`config.mk`:
```
export PLATFORM = sky130hd
export DESIGN_NAME = cpa_ctrl_flat
export DESIGN_NICKNAME = d
export VERILOG_FILES = /design/src/rtl/core/cpa_pkg.sv /design/src/rtl/core/cpa_if.sv /design/src/rtl/core/cpa_ctrl.sv /design/src/flat_wrapper.sv
export SDC_FILE = /design/constraint.sdc
export NUM_CORES = 1
export LEC_CHECK = 0
export ABC_CLOCK_PERIOD_IN_PS = 2800
export BUFFER_PORTS_ARGS = -buffer_cell sky130_fd_sc_hd__buf_2
export CORE_ASPECT_RATIO = 2
export CORE_UTILIZATION = 36
export CTS_CLUSTER_DIAMETER = 150
export DETAILED_ROUTE_END_ITERATION = 10
export SLEW_MARGIN = 20
export SYNTH_ARGS = -nofsm -noshare
export SYNTH_HDL_FRONTEND = slang
export SYNTH_SLANG_ARGS = --single-unit
```
`constraint.sdc`:
```
create_clock -name clk -period 2.8 [get_ports clk]
set_clock_uncertainty 0.2 [all_clocks]
set_input_delay 0.42 -clock clk [delete_from_list [all_inputs] [get_ports clk]]
set_output_delay 0.42 -clock clk [all_outputs]
set_load 0.03 [all_outputs]
```
`src/rtl/core/cpa_pkg.sv`:
```
`timescale 1ns / 1ps
// ----------------------------------------------------------------------------
// cpa_pkg: shared types and constants
// Command and status codes, register indexes and the memory control bundle
// of the checked pool allocator.
// ----------------------------------------------------------------------------
package cpa_pkg;

  localparam int HANDLE_W = 11;
  localparam int CFG_IDX_W = 2;
  localparam int CFG_DATA_W = 11;
  localparam int MASK_W = 4;

  typedef logic [HANDLE_W-1:0] handle_t;

  typedef enum logic {
    CMD_ALLOC = 1'b0,
    CMD_FREE  = 1'b1
  } cmd_t;

  typedef enum logic [2:0] {
    STS_OK          = 3'd0,
    STS_DOUBLE_FREE = 3'd1,
    STS_NEVER_ISSUED = 3'd2,
    STS_NULL_FREE   = 3'd3,
    STS_EXHAUSTED   = 3'd4
  } status_t;

  // register indexes on the configuration port
  localparam logic [CFG_IDX_W-1:0] CFG_POOL_LIMIT  = 2'd0;
  localparam logic [CFG_IDX_W-1:0] CFG_REPORT_MASK = 2'd1;

  // report_mask bit positions
  localparam int MSK_DOUBLE_FREE = 0;
  localparam int MSK_NEVER_ISSUED = 1;
  localparam int MSK_NULL_FREE = 2;
  localparam int MSK_EXHAUSTED = 3;

  typedef enum logic {
    S_IDLE = 1'b0,
    S_EXEC = 1'b1
  } fsm_t;

  // control toward the link/tag memories
  typedef struct packed {
    logic rd_en;
    logic link_we;
    logic tag_we;
    logic tag_wdata;
  } mem_ctl_t;

endpackage

```
`src/rtl/core/cpa_if.sv`:
```
`timescale 1ns / 1ps
// ----------------------------------------------------------------------------
// cpa_cmd_if / cpa_rsp_if: command and response channels
// Valid/ready channels; a beat moves when valid and ready are both high.
// ----------------------------------------------------------------------------
interface cpa_cmd_if;
  import cpa_pkg::*;

  logic    valid;
  logic    ready;
  cmd_t    command;
  handle_t handle_in;

  modport source (output valid, output command, output handle_in, input ready);
  modport sink   (input valid, input command, input handle_in, output ready);
endinterface

interface cpa_rsp_if;
  import cpa_pkg::*;

  logic    valid;
  logic    ready;
  handle_t handle_out;
  status_t status;
  logic    error_flag;
  handle_t in_use_count;

  modport source (output valid, output handle_out, output status, output error_flag,
                  output in_use_count, input ready);
  modport sink   (input valid, input handle_out, input status, input error_flag,
                  input in_use_count, output ready);
endinterface

```
`src/rtl/core/cpa_ctrl.sv`:
```
`timescale 1ns / 1ps
// ----------------------------------------------------------------------------
// cpa_ctrl: command sequencer and checker
// Issues the memory read on accept, then checks, updates the free list and
// counters, writes back and loads the response register.
// ----------------------------------------------------------------------------
module cpa_ctrl #(
  parameter int POOL_SIZE = 1024,
  parameter int AW = 10
) (
  input  logic                          clk,
  input  logic                          rst_n,
  cpa_cmd_if.sink                       in_cmd,
  cpa_rsp_if.source                     out_rsp,
  input  logic                          cfg_we,
  input  logic [cpa_pkg::CFG_IDX_W-1:0] cfg_index,
  input  logic [cpa_pkg::CFG_DATA_W-1:0] cfg_wdata,
  output cpa_pkg::mem_ctl_t             mem_ctl,
  output logic [AW-1:0]                 mem_rd_addr,
  output logic [AW-1:0]                 mem_wr_addr,
  output cpa_pkg::handle_t              link_wdata,
  input  cpa_pkg::handle_t              link_rdata,
  input  logic                          tag_rdata
);
  import cpa_pkg::*;

  localparam int IW = (AW > HANDLE_W) ? AW : HANDLE_W;
  localparam int CW = 17;
  localparam logic [CW-1:0] POOL_W = CW'(POOL_SIZE);

  // handle 1..N maps to entry 0..N-1
  function automatic logic [AW-1:0] entry_of(input handle_t h);
    logic [IW-1:0] wide;
    wide = IW'(h) - IW'(1);
    return wide[AW-1:0];
  endfunction

  fsm_t    state_r, state_nxt;
  cmd_t    cmd_r;
  handle_t hdl_r;
  handle_t free_head_r, free_head_nxt;
  handle_t next_fresh_r, next_fresh_nxt;
  handle_t live_r, live_nxt;
  handle_t pool_limit_r;
  logic [MASK_W-1:0] report_mask_r;

  logic    out_valid_r;
  handle_t out_handle_r;
  status_t out_status_r;
  logic    out_err_r;
  handle_t out_count_r;

  logic    in_fire;
  logic    out_room;
  logic    commit;
  handle_t res_handle;
  status_t res_status;
  logic    res_err;
  handle_t fresh_inc;
  logic [CW-1:0] eff_limit;

  // ---------------- next state ----------------
  always_comb begin
    state_nxt = state_r;
    case (state_r)
      S_IDLE: begin
        if (in_cmd.valid) begin
          state_nxt = S_EXEC;
        end
      end
      S_EXEC: begin
        if (out_room) begin
          state_nxt = S_IDLE;
        end
      end
      default: state_nxt = S_IDLE;
    endcase
  end

  // ---------------- FSM outputs ----------------
  always_comb begin
    in_cmd.ready = 1'b0;
    commit       = 1'b0;
    case (state_r)
      S_IDLE:  in_cmd.ready = 1'b1;
      S_EXEC:  commit = out_room;
      default: begin
        in_cmd.ready = 1'b0;
        commit       = 1'b0;
      end
    endcase
  end

  assign in_fire  = in_cmd.valid && in_cmd.ready;
  assign out_room = !out_valid_r || out_rsp.ready;

  assign eff_limit = (CW'(pool_limit_r) < POOL_W) ? CW'(pool_limit_r) : POOL_W;
  assign fresh_inc = next_fresh_r + HANDLE_W'(1);

  // read address: tag of the freed handle, or link of the list head
  assign mem_rd_addr = (in_cmd.command == CMD_FREE) ? entry_of(in_cmd.handle_in)
                                                    : entry_of(free_head_r);

  // ---------------- check and update ----------------
  always_comb begin
    mem_ctl         = '0;
    mem_ctl.rd_en   = in_fire;
    mem_wr_addr     = entry_of(hdl_r);
    link_wdata      = free_head_r;
    res_handle      = '0;
    res_status      = STS_OK;
    free_head_nxt   = free_head_r;
    next_fresh_nxt  = next_fresh_r;
    live_nxt        = live_r;

    if (cmd_r == CMD_ALLOC) begin
      if (free_head_r != '0 && CW'(free_head_r) <= POOL_W) begin
        res_handle        = free_head_r;
        free_head_nxt     = link_rdata;
        mem_wr_addr       = entry_of(free_head_r);
        mem_ctl.tag_we    = commit;
        mem_ctl.tag_wdata = 1'b1;
        live_nxt          = live_r + HANDLE_W'(1);
      end else if (CW'(next_fresh_r) < eff_limit) begin
        next_fresh_nxt    = fresh_inc;
        res_handle        = fresh_inc;
        mem_wr_addr       = entry_of(fresh_inc);
        mem_ctl.tag_we    = commit;
        mem_ctl.tag_wdata = 1'b1;
        live_nxt          = live_r + HANDLE_W'(1);
      end else begin
        res_status = STS_EXHAUSTED;
      end
    end else begin
      if (hdl_r == '0) begin
        res_status = STS_NULL_FREE;
      end else if (hdl_r > next_fresh_r || CW'(hdl_r) > POOL_W) begin
        res_status = STS_NEVER_ISSUED;
      end else if (!tag_rdata) begin
        res_status = STS_DOUBLE_FREE;
      end else begin
        mem_ctl.tag_we    = commit;
        mem_ctl.tag_wdata = 1'b0;
        mem_ctl.link_we   = commit;
        free_head_nxt     = hdl_r;
        live_nxt          = live_r - HANDLE_W'(1);
      end
    end
  end

  always_comb begin
    case (res_status)
      STS_DOUBLE_FREE:  res_err = !report_mask_r[MSK_DOUBLE_FREE];
      STS_NEVER_ISSUED: res_err = !report_mask_r[MSK_NEVER_ISSUED];
      STS_NULL_FREE:    res_err = !report_mask_r[MSK_NULL_FREE];
      STS_EXHAUSTED:    res_err = !report_mask_r[MSK_EXHAUSTED];
      default:          res_err = 1'b0;
    endcase
  end

  // ---------------- registers ----------------
  always_ff @(posedge clk) begin
    if (!rst_n) begin
      state_r       <= S_IDLE;
      free_head_r   <= '0;
      next_fresh_r  <= '0;
      live_r        <= '0;
      pool_limit_r  <= HANDLE_W'(1024);
      report_mask_r <= '0;
      out_valid_r   <= 1'b0;
    end else begin
      state_r <= state_nxt;
      if (commit) begin
        free_head_r  <= free_head_nxt;
        next_fresh_r <= next_fresh_nxt;
        live_r       <= live_nxt;
      end
      if (cfg_we) begin
        case (cfg_index)
          CFG_POOL_LIMIT:  pool_limit_r  <= cfg_wdata;
          CFG_REPORT_MASK: report_mask_r <= cfg_wdata[MASK_W-1:0];
          default: ;
        endcase
      end
      if (commit) begin
        out_valid_r <= 1'b1;
      end else if (out_rsp.ready) begin
        out_valid_r <= 1'b0;
      end
    end
  end

  always_ff @(posedge clk) begin
    if (in_fire) begin
      cmd_r <= in_cmd.command;
      hdl_r <= in_cmd.handle_in;
    end
    if (commit) begin
      out_handle_r <= res_handle;
      out_status_r <= res_status;
      out_err_r    <= res_err;
      out_count_r  <= live_nxt;
    end
  end

  assign out_rsp.valid        = out_valid_r;
  assign out_rsp.handle_out   = out_handle_r;
  assign out_rsp.status       = out_status_r;
  assign out_rsp.error_flag   = out_err_r;
  assign out_rsp.in_use_count = out_count_r;

  // ---------------- assertions ----------------
  a_live_le_fresh: assert property (@(posedge clk) disable iff (!rst_n)
    live_r <= next_fresh_r)
    else $error("live count above issued count");

  a_head_issued: assert property (@(posedge clk) disable iff (!rst_n)
    free_head_r <= next_fresh_r)
    else $error("free list head was never issued");

  a_handle_ok: assert property (@(posedge clk) disable iff (!rst_n)
    (out_valid_r && out_handle_r != '0) |-> (out_status_r == STS_OK))
    else $error("handle returned with error status");

  a_err_status: assert property (@(posedge clk) disable iff (!rst_n)
    (out_valid_r && out_err_r) |-> (out_status_r != STS_OK))
    else $error("error flag without error status");

  a_fire_exec: assert property (@(posedge clk) disable iff (!rst_n)
    in_fire |=> (state_r == S_EXEC))
    else $error("accepted command not executed");

endmodule

```
`src/flat_wrapper.sv`:
```
// flat-port wrapper written by rule: the top's interface ports become plain ports
module cpa_ctrl_flat import cpa_pkg::*;
#(
  parameter int POOL_SIZE = 1024,
  parameter int AW = 10
)
  (clk, rst_n, cfg_we, cfg_index, cfg_wdata, mem_ctl, mem_rd_addr, mem_wr_addr, link_wdata, link_rdata, tag_rdata, in_cmd_valid, in_cmd_command, in_cmd_handle_in, in_cmd_ready, out_rsp_valid, out_rsp_handle_out, out_rsp_status, out_rsp_error_flag, out_rsp_in_use_count, out_rsp_ready);
  cpa_cmd_if in_cmd_i ();
  cpa_rsp_if out_rsp_i ();
  input  logic clk;
  input  logic rst_n;
  input  logic cfg_we;
  input  logic [cpa_pkg::CFG_IDX_W-1:0] cfg_index;
  input  logic [cpa_pkg::CFG_DATA_W-1:0] cfg_wdata;
  output cpa_pkg::mem_ctl_t mem_ctl;
  output logic [AW-1:0] mem_rd_addr;
  output logic [AW-1:0] mem_wr_addr;
  output cpa_pkg::handle_t link_wdata;
  input  cpa_pkg::handle_t link_rdata;
  input  logic tag_rdata;
  input wire logic [$bits(in_cmd_i.valid)-1:0] in_cmd_valid;
  input wire logic [$bits(in_cmd_i.command)-1:0] in_cmd_command;
  input wire logic [$bits(in_cmd_i.handle_in)-1:0] in_cmd_handle_in;
  output wire logic [$bits(in_cmd_i.ready)-1:0] in_cmd_ready;
  output wire logic [$bits(out_rsp_i.valid)-1:0] out_rsp_valid;
  output wire logic [$bits(out_rsp_i.handle_out)-1:0] out_rsp_handle_out;
  output wire logic [$bits(out_rsp_i.status)-1:0] out_rsp_status;
  output wire logic [$bits(out_rsp_i.error_flag)-1:0] out_rsp_error_flag;
  output wire logic [$bits(out_rsp_i.in_use_count)-1:0] out_rsp_in_use_count;
  input wire logic [$bits(out_rsp_i.ready)-1:0] out_rsp_ready;
  assign in_cmd_i.valid = in_cmd_valid;
  assign in_cmd_i.command = in_cmd_command;
  assign in_cmd_i.handle_in = in_cmd_handle_in;
  assign in_cmd_ready = in_cmd_i.ready;
  assign out_rsp_valid = out_rsp_i.valid;
  assign out_rsp_handle_out = out_rsp_i.handle_out;
  assign out_rsp_status = out_rsp_i.status;
  assign out_rsp_error_flag = out_rsp_i.error_flag;
  assign out_rsp_in_use_count = out_rsp_i.in_use_count;
  assign out_rsp_i.ready = out_rsp_ready;
  cpa_ctrl #(.POOL_SIZE(POOL_SIZE), .AW(AW)) u_core (.clk(clk), .rst_n(rst_n), .in_cmd(in_cmd_i), .out_rsp(out_rsp_i), .cfg_we(cfg_we), .cfg_index(cfg_index), .cfg_wdata(cfg_wdata), .mem_ctl(mem_ctl), .mem_rd_addr(mem_rd_addr), .mem_wr_addr(mem_wr_addr), .link_wdata(link_wdata), .link_rdata(link_rdata), .tag_rdata(tag_rdata));
endmodule
```
==> flow_metrics.env, run 1 <==
export IMPL_outcome="finished with violations"
export IMPL_violations="setup timing"
export IMPL_cpPeakStageDelay_ns=0.49
export IMPL_vias_per_cell=5.37
export IMPL_n_antenna_cell=0
export IMPL_finalHoldViolations=0
export IMPL_hpwl_um=16300
export IMPL_r2r_start="u_core.link_wdata[0]$_SDFFE_PN0P_"
export IMPL_synth_mux_area_share_pct=8.49
export IMPL_synth_top_area_cell="edfxtp_1"
export IMPL_antenna_found_initial=0
export IMPL_wirelength_um=21700
export IMPL_ys_seq_area_share_pct=36.8
export IMPL_ys_top_cells_by_count="nand2_1, nor2_1, dfxtp_1"
export IMPL_nets=970
export IMPL_vdd_drop_max_mv=0.299
export IMPL_cp_slowest_cell="or4b_4"
export IMPL_hold_path_class="input pin to flip-flop"
export IMPL_grt_pass1_vias=6160
export IMPL_r2r_slack_ns=-0.23
export IMPL_grt_usage_pct=25.8
export IMPL_syn_area_per_cell_um2=8.88
export IMPL_synth_area_mm2=0.00582
export IMPL_coreArea_mm2=0.0158
export IMPL_crit_chain="inv_4 > ha_4 > or4b_4 > nor3_4 > buf_6 > xnor2_4 > nand2_1 > o22ai_2 > a31oi_4 > buf_6"
export IMPL_drive_gt1_share_pct=50.6
export IMPL_ys_seq_elements=88
export IMPL_min_delay_start="in_cmd_handle_in[10]"
export IMPL_rows=65
export IMPL_area_delta_synth_final_pct=59.2
export IMPL_power_density_mw_per_mm2=474
export IMPL_rr_worst_depth=14
export IMPL_place_congestion=0.981
export IMPL_die_h_um=182
export IMPL_synth_ff_type="dfxtp_1"
export IMPL_finalCritPeriodShare_pct=117
export IMPL_grt_pass1_wl_um=32500
export IMPL_setup_viol=47
export IMPL_hold_path_depth=1
export IMPL_synth_xor_area_share_pct=9.61
export IMPL_htreeDepth=3
export IMPL_cts_sinks=88
export IMPL_ys_warn_count=0
export IMPL_synth_top_area_share_pct=19.6
export IMPL_drtIter0Drc=292
export IMPL_whs_ns=0.0696
export IMPL_utilization_pct=58.7
export IMPL_num_vias=5948
export IMPL_drv_slew=0
export IMPL_drv_cap=0
export IMPL_cts_path_max_buffers=2
export IMPL_synth_fa_ha_area_share_pct=5.81
export IMPL_synth_most_common_cell="nand2_1"
export IMPL_synthCells=655
export IMPL_path_class="flip-flop to primary output"
export IMPL_drt_antenna_violating_nets=0
export IMPL_initial_core_util_pct=36.9
export IMPL_synth_edf_count=38
export IMPL_cp_required_ns=2.18
export IMPL_cp_start_kind="flip-flop"
export IMPL_leakagePower_uw=0.00393
export IMPL_tightest_slew_ns=0.605
export IMPL_cp_common_cell="buf_6"
export IMPL_r2r_end="u_core.out_rsp.in_use_count[3]$_DFFE_PP_"
export IMPL_die_area_mm2=0.0167
export IMPL_clk_latency_ns=0.35
export IMPL_cts_tree="done"
export IMPL_grt_ovfl_total=0
export IMPL_maxSlewHeadroom_pct=59.6
export IMPL_hold_end="u_core.hdl_r[10]$_DFFE_PP_"
export IMPL_setup_tns_ns=-7.97
export IMPL_fin_crit_ns=3.26
export IMPL_rsz0062_at_grt="true"
export IMPL_synth_distinct_cells=71
export IMPL_ys_top_cells_by_area="edfxtp_1, dfxtp_1, mux2i_1"
export IMPL_drcViolationCount=0
export IMPL_fill_cells=1333
export IMPL_synth_simple_area_share_pct=21.5
export IMPL_cts_hold_buf=0
export IMPL_fmax_ghz=0.307
export IMPL_clkTransAtPathRegs_ns=0.07
export IMPL_die_w_um=91.9
export IMPL_synth_fp_nets=724
export IMPL_synth_compound_gate_area_share_pct=12.6
export IMPL_async_flop_share_pct=0
export IMPL_finalWorstSetupSlack_ns=-0.463
export IMPL_wl_per_cell_um=19.6
export IMPL_clockRootBuffer="clkbuf_16"
export IMPL_arrival_ns=2.64
export IMPL_ios=105
export IMPL_synth_top_family_by_area="simple AND/OR/NAND/NOR gates"
export IMPL_io_buffers=104
export IMPL_cts_buffers=9
export IMPL_grt_max_degree=38
export IMPL_cp_max_fo=6
export IMPL_dr_pass1_iters=5
export IMPL_pre_cts_slack_ns=-0.325
export IMPL_endpoint_kind="primary output"
[cells by family after synthesis]
group,count (synthesis)
simple gates,246
compound gates,111
flops,88
buf+inv,72
xor+xnor,63
mux,48
fa+ha+maj,27
[power by group]
part           switching (µW)  internal [µW]  total [µW]
Clock                     553            698        1250
Sequential               45.4           1400        1450
Combinational             945            749        1690
Total                    1540           2850        4390
[registers in the layout (all words and copies together), names as in the netlist, 3 cells and up]
signal and cells:
u_core.report_mask_r 4, u_core.out_rsp.status 3, u_core.next_fresh_r 11, u_core.out_rsp.in_use_count 11, u_core.hdl_r 11, u_core.pool_limit_r 11
u_core.link_wdata 11, u_core.out_rsp.handle_out 11, u_core.live_r 11
[routing by layer]
metal,up-vias,share of wire [%],global-route usage (%)
met5,-,0,0
met4,0,8.2,20.9
met3,88,3.8,4.15
met2,193,54,48.5
met1,2856,34,23.8
li1,2811,-,-
[critical path: cells and delay by family, from the launching register on]
kind | cells | cell delay [ns]
AO/OA/AOI/OAI | 2 | 0.36
XOR/XNOR | 1 | 0.18
adder cells (fa/ha/maj) | 1 | 0.12
buffers and inverters | 3 | 0.37
flip-flops | 1 | 0.36
AND/OR/NAND/NOR | 3 | 0.89
[stage by stage]
stage	cells	area [µm²]	power, µW
3_5_place_dp	1045	7590	2750
5_1_grt	1107	9270	4550
2_1_floorplan	655	6010	2240
6_report	1107	9270	4390
3_3_place_gp	1045	7590	2730
4_1_cts	1085	8590	4220
[worst max path at each step]
stage | start | end | slack, ns
after detailed placement | u_core.pool_limit_r[10]$_SDFFE_PN1P_ | mem_wr_addr[8] | -0.33
final | u_core.link_wdata[0]$_SDFFE_PN0P_ | mem_wr_addr[9] | -0.46
after global routing | u_core.pool_limit_r[10]$_SDFFE_PN1P_ | mem_wr_addr[8] | -0.52
after CTS | u_core.link_wdata[1]$_SDFFE_PN0P_ | mem_wr_addr[1] | -0.45
after global placement | u_core.pool_limit_r[10]$_SDFFE_PN1P_ | mem_wr_addr[0] | -0.24
after floorplan | u_core.link_wdata[0]$_SDFFE_PN0P_ | mem_wr_addr[6] | -0.11
[layout by cell type, fill, tap and decap left out, types with 11 or more instances in the layout]
| cell type | netlist | routed |
|---|---|---|
| nand2_1 | 75 | 61 |
| a21oi_1 | 29 | 14 |
| mux2i_1 | 37 | 37 |
| buf_2 | 5 | 86 |
| nor2_1 | 69 | 55 |
| buf_4 | 1 | 136 |
| nor3_1 | 16 | 12 |
| buf_6 | 3 | 47 |
| nand3_1 | 13 | 11 |
| xor2_1 | 24 | 19 |
| xnor2_1 | 38 | 29 |
| dfxtp_1 | 50 | 36 |
| ha_1 | 27 | 14 |
| edfxtp_1 | 38 | 38 |
| ha_4 | 0 | 11 |
| nand2_2 | 1 | 12 |
| inv_1 | 27 | 21 |
| mux2_2 | 11 | 11 |
[area by class of cell]
type	count	area, µm²	share of cell area [%]
multi-input combinational	495	4250	45.9
sequential	88	2180	23.5
timing repair buffer	278	2160	23.3
tap	201	251	2.71
clock buffer	10	229	2.47
inverter	28	115	1.24
clock inverter	6	67.6	0.729
timing repair inverter	1	7.51	0.0810
[repair_timing]
action	CTS	global route
setup buffers	23	25
pin swaps	37	45
resized for setup	122	115
endpoints found under the setup margin	64	63
cloned	3	0
Power figures use the tool's default switching activity.
==> run 2: changes to the inputs <==
--- a/config.mk
+++ b/config.mk
@@ -5,12 +5,13 @@
 export SDC_FILE = /design/constraint.sdc
 export NUM_CORES = 1
 export LEC_CHECK = 0
-export ABC_CLOCK_PERIOD_IN_PS = 2800
+export ABC_CLOCK_PERIOD_IN_PS = 4170
 export BUFFER_PORTS_ARGS = -buffer_cell sky130_fd_sc_hd__buf_2
 export CORE_ASPECT_RATIO = 2
 export CORE_UTILIZATION = 36
 export CTS_CLUSTER_DIAMETER = 150
 export DETAILED_ROUTE_END_ITERATION = 10
+export MAX_ROUTING_LAYER = met4
 export SLEW_MARGIN = 20
 export SYNTH_ARGS = -nofsm -noshare
 export SYNTH_HDL_FRONTEND = slang
==> constraint.sdc (replaced) <==
create_clock -name clk -period 4.17 [get_ports clk]
set_clock_uncertainty 0.2 [all_clocks]
set_input_delay 0.6255 -clock clk [delete_from_list [all_inputs] [get_ports clk]]
set_output_delay 0.6255 -clock clk [all_outputs]
set_load 0.03 [all_outputs]
==> flow_metrics.env, run 2 (synthesis gave the netlist of run 1 again) <==
export IMPL_cts_path_max_buffers=2
export IMPL_grt_usage_pct=23.0
export IMPL_die_area_mm2=0.0167
export IMPL_n_antenna_cell=0
export IMPL_min_delay_start="in_cmd_handle_in[10]"
export IMPL_fin_crit_ns=4.04
export IMPL_hold_path_class="input pin to flip-flop"
export IMPL_coreArea_mm2=0.0158
export IMPL_grt_pass1_wl_um=27600
export IMPL_final_common_cell="buf_2"
export IMPL_htreeDepth=3
export IMPL_finalHoldViolations=0
export IMPL_r2r_slack_ns=0.78
export IMPL_clockRootBuffer="clkbuf_16"
export IMPL_hold_path_depth=1
export IMPL_utilization_pct=43.3
export IMPL_r2r_end="u_core.next_fresh_r[9]$_SDFFE_PN0P_"
export IMPL_vias_per_cell=5.42
export IMPL_initial_core_util_pct=36.9
export IMPL_finalCritPeriodShare_pct=97.0
export IMPL_ios=105
export IMPL_rows=65
export IMPL_clk_latency_ns=0.34
export IMPL_tightest_slew_ns=0.748
export IMPL_hold_end="u_core.hdl_r[10]$_DFFE_PP_"
export IMPL_die_w_um=91.9
export IMPL_die_h_um=182
export IMPL_clkTransAtPathRegs_ns=0.06
export IMPL_cts_tree="done"
export IMPL_fill_cells=1629
export IMPL_maxSlewHeadroom_pct=49.7
export IMPL_grt_pass1_vias=4947
export IMPL_antenna_found_initial=0
export IMPL_dr_pass1_iters=5
export IMPL_place_congestion=0.967
export IMPL_drv_slew=0
export IMPL_drcViolationCount=0
export IMPL_drt_antenna_violating_nets=0
export IMPL_cp_start_kind="flip-flop"
export IMPL_nets=813
export IMPL_endpoint_kind="primary output"
export IMPL_leakagePower_uw=0.00287
export IMPL_drtIter0Drc=255
export IMPL_cp_max_fo=14
export IMPL_power_density_mw_per_mm2=361
export IMPL_fmax_ghz=0.247
export IMPL_vdd_drop_max_mv=0.147
export IMPL_setup_viol=0
export IMPL_area_delta_synth_final_pct=17.3
export IMPL_io_buffers=104
export IMPL_wl_per_cell_um=19.3
export IMPL_cts_buffers=9
export IMPL_cts_setup_buffers=0
export IMPL_path_class="flip-flop to primary output"
export IMPL_wirelength_um=18400
export IMPL_cts_sinks=88
export IMPL_outcome="completed"
export IMPL_drive_gt1_share_pct=21.9
export IMPL_arrival_ns=3.22
export IMPL_cp_required_ns=3.34
export IMPL_hpwl_um=14700
export IMPL_drv_cap=0
export IMPL_rr_worst_depth=11
export IMPL_rsz0062_at_grt="false"
export IMPL_final_cell_mix="buf_2, nand2_1, nor2_1"
export IMPL_grt_ovfl_total=0
export IMPL_r2r_start="u_core.pool_limit_r[10]$_SDFFE_PN1P_"
export IMPL_setup_tns_ns=0
export IMPL_grt_max_degree=39
export IMPL_num_vias=5148
==> run 2: changes by cell type in the layout (fill, tap and decap cells not counted), moves of 11 or more <==
cell / delta
ha_1: +13
nor2_1: +13
buf_6: -47
nand2_2: -11
ha_4: -11
a21oi_1: +15
nand2_1: +14
dfxtp_1: +14
buf_4: -118
buf_2: +18
==> run 2: layout make-up <==
cell class / instances / area, µm² / area share [%]
clock buffer: 12 / 236 / 3.46
tap: 201 / 251 / 3.68
sequential: 88 / 2140 / 31.4
clock inverter: 4 / 46.3 / 0.678
timing repair buffer: 122 / 656 / 9.61
multi-input combinational: 495 / 3390 / 49.6
inverter: 28 / 105 / 1.54
==> run 2: metrics by stage <==
stage | cell area [µm²] | total power (µW) | std cells | setup WS [ns] | hold slack, ns
detailed placement | 6530 | 1680 | 934 | 0.455 | 0.275
finish | 6830 | 2460 | 950 | 0.127 | 0.280
floorplan | 5820 | 1450 | 655 | 0.538 | 0.252
CTS | 6820 | 2470 | 950 | 0.0552 | 0.275
global route | 6830 | 2560 | 950 | 0.0375 | 0.288
global placement | 6530 | 1680 | 934 | 0.482 | 0.270
==> run 2: worst max-delay path, cell delays in order (launching register included) <==
cell and delay (ns):
dfxtp_1 0.41, inv_1 0.12, ha_1 0.22, or4b_4 0.52
nor3_4 0.30, xnor2_2 0.16, buf_4 0.24, o21ai_2 0.09
buf_4 0.22, a22oi_1 0.30, buf_2 0.26
==> run 2: metal layers <==
metal | share of wire [%] | up-vias | GRT usage, %
li1 | - | 2497 | -
met1 | 34 | 2437 | 20.8
met2 | 56 | 156 | 42.6
met3 | 3.2 | 58 | 2.51
met4 | 7.5 | 0 | 17.6
met5 | 0 | - | -
==> run 2: where the power goes <==
part / internal, µW / switching, µW / leakage, µW
combinational: 218 / 461 / 0.00196
sequential: 945 / 45.1 / 0.000772
clock: 462 / 331 / 0.000134
==> run 2: worst max-delay path by stage <==
stage | from | slack [ns] | end
after floorplan | u_core.link_wdata[0]$_SDFFE_PN0P_ | 0.54 | mem_wr_addr[6]
after global placement | u_core.pool_limit_r[10]$_SDFFE_PN1P_ | 0.48 | mem_wr_addr[1]
after detailed placement | u_core.pool_limit_r[10]$_SDFFE_PN1P_ | 0.45 | mem_wr_addr[6]
after CTS | u_core.pool_limit_r[10]$_SDFFE_PN1P_ | 0.06 | mem_wr_addr[6]
after global routing | u_core.hdl_r[0]$_DFFE_PP_ | 0.04 | mem_ctl[1]
final | u_core.link_wdata[0]$_SDFFE_PN0P_ | 0.13 | mem_wr_addr[8]
==> run 2: repair_timing <==
item                                   in CTS  in global routing
endpoints found under the hold margin       0                  0
resized for setup                           0                  2
setup endpoints to repair                   0                  6
hold buffers                                0                  0
==> run 3: changes to the inputs <==
--- a/config.mk
+++ b/config.mk
@@ -5,10 +5,11 @@
 export SDC_FILE = /design/constraint.sdc
 export NUM_CORES = 1
 export LEC_CHECK = 0
-export ABC_CLOCK_PERIOD_IN_PS = 4170
+export ABC_CLOCK_PERIOD_IN_PS = 5050
 export BUFFER_PORTS_ARGS = -buffer_cell sky130_fd_sc_hd__buf_2
 export CORE_ASPECT_RATIO = 2
 export CORE_UTILIZATION = 36
+export CTS_BUF_LIST = sky130_fd_sc_hd__clkbuf_8 sky130_fd_sc_hd__clkbuf_16
 export CTS_CLUSTER_DIAMETER = 150
 export DETAILED_ROUTE_END_ITERATION = 10
 export MAX_ROUTING_LAYER = met4
==> constraint.sdc (replaced) <==
create_clock -name clk -period 5.05 [get_ports clk]
set_clock_uncertainty 0.2 [all_clocks]
set_input_delay 0.7575 -clock clk [delete_from_list [all_inputs] [get_ports clk]]
set_output_delay 0.7575 -clock clk [all_outputs]
set_load 0.03 [all_outputs]
==> flow_metrics.env, run 3 (synthesis gave the netlist of run 1 again) <==
export IMPL_finalHoldViolations=0
export IMPL_drcViolationCount=0
export IMPL_leakagePower_uw=0.00283
export IMPL_grt_pass1_vias=4935
export IMPL_path_class="flip-flop to primary output"
export IMPL_maxSlewHeadroom_pct=37.9
export IMPL_clockRootBuffer="clkbuf_16"
export IMPL_initial_core_util_pct=36.9
export IMPL_num_vias=5147
export IMPL_rsz0062_at_grt="false"
export IMPL_drv_slew=0
export IMPL_fmax_ghz=0.240
export IMPL_ff_latch_area_mm2=0.00214
export IMPL_cp_required_ns=4.09
export IMPL_utilization_pct=42.8
export IMPL_place_congestion=0.978
export IMPL_arrival_ns=3.21
export IMPL_total_power_uw=1990
export IMPL_vdd_drop_max_mv=0.123
export IMPL_die_area_mm2=0.0167
export IMPL_grt_usage_pct=23.0
export IMPL_cts_hold_buf=0
export IMPL_final_common_cell="buf_2"
export IMPL_ios=105
export IMPL_cts_setup_buffers=0
export IMPL_fill_cells=1650
export IMPL_fin_crit_ns=4.17
export IMPL_drtIter0Drc=284
export IMPL_wl_per_cell_um=19.5
export IMPL_drive_gt1_share_pct=21.1
export IMPL_area_delta_synth_final_pct=16.0
export IMPL_hold_path_class="flip-flop to flip-flop"
export IMPL_io_buffers=104
export IMPL_cts_buffers=9
export IMPL_cts_path_max_buffers=2
export IMPL_dr_pass1_iters=5
export IMPL_grt_max_degree=39
export IMPL_nets=805
export IMPL_cp_max_fo=11
export IMPL_drv_cap=0
export IMPL_finalCritPeriodShare_pct=82.5
export IMPL_die_w_um=91.9
export IMPL_wirelength_um=18400
export IMPL_hpwl_um=14700
export IMPL_cp_start_kind="flip-flop"
export IMPL_tightest_slew_ns=0.923
export IMPL_finalNonFillerCells=942
export IMPL_multi_input_area_mm2=0.00338
export IMPL_grt_ovfl_total=0
export IMPL_setup_tns_ns=0
export IMPL_coreArea_mm2=0.0158
export IMPL_dp_cells=926
export IMPL_antenna_found_initial=0
export IMPL_htreeDepth=3
export IMPL_grt_pass1_wl_um=27700
export IMPL_die_h_um=182
export IMPL_n_antenna_cell=0
export IMPL_cts_tree="done"
export IMPL_setup_viol=0
export IMPL_clk_latency_ns=0.35
export IMPL_cts_sinks=88
export IMPL_cts_resized_gates=0
export IMPL_r2r_slack_ns=1.61
export IMPL_clkTransAtPathRegs_ns=0.06
export IMPL_stdcell_area_mm2=0.00675
export IMPL_rows=65
export IMPL_outcome="completed"
export IMPL_power_density_mw_per_mm2=295
export IMPL_vias_per_cell=5.46
export IMPL_drt_antenna_violating_nets=0
export IMPL_endpoint_kind="primary output"
export IMPL_final_cell_mix="buf_2, nand2_1, nor2_1"
export IMPL_dpl_cell_area_mm2=0.00647
run 3: cell types whose count changed in the layout (fill, tap and decap cells not counted), moves of 2 or more:
cell	previous run	this run
buf_4	18	10
clkbuf_1	3	0
inv_1	27	29
clkbuf_8	0	2
run 3: per-stage QoR:
stage          setup WS, ns  hold WS [ns]
5_1_grt               0.557         0.324
6_report              0.883         0.283
3_3_place_gp           1.23         0.270
4_1_cts               0.887         0.288
3_5_place_dp           1.27         0.279
2_1_floorplan          1.29         0.252
run 3: final timing paths:
path / start / endpoint / cells past startpoint
max: u_core.pool_limit_r[10]$_SDFFE_PN1P_ / mem_wr_addr[7] / 11
min: u_core.live_r[10]$_SDFFE_PN0P_ / u_core.live_r[10]$_SDFFE_PN0P_ / 2
max reg2reg: u_core.next_fresh_r[9]$_SDFFE_PN0P_ / u_core.link_wdata[0]$_SDFFE_PN0P_ / 9
min reg2reg: u_core.live_r[10]$_SDFFE_PN0P_ / u_core.live_r[10]$_SDFFE_PN0P_ / 2
run 3: report_power, final:
part	total [µW]	switching (µW)	internal, µW
logic	550	377	173
clock network	629	274	355
registers	816	35.8	780
run 3: cell type report:
type / instances / share of cell area (%)
Sequential cell: 88 / 31.7
Timing Repair Buffer: 114 / 8.82
Multi-Input combinational cell: 495 / 50.1
Inverter: 28 / 1.56
Tap cell: 201 / 3.72
Clock buffer: 11 / 3.74
Clock inverter: 5 / 0.371
run 3: critical path, stage by stage (launching register included):
cell and delay, ns:
dfxtp_1 0.31, inv_1 0.26, nand2_1 0.10, ha_1 0.21, nor4b_1 0.28, o21ai_0 0.19, a221oi_1 0.52, o21ai_2 0.11
inv_2 0.21, o22ai_1 0.17, a31oi_1 0.25, buf_2 0.24
run 3: metal layers:
metal | global-route usage, % | part of all wire, % | vias to the layer above
met2 | 43.3 | 57 | 149
met4 | 15.4 | 6.3 | 0
li1 | - | - | 2488
met1 | 21.3 | 34 | 2457
met3 | 2.35 | 3.0 | 53
met5 | - | 0 | -
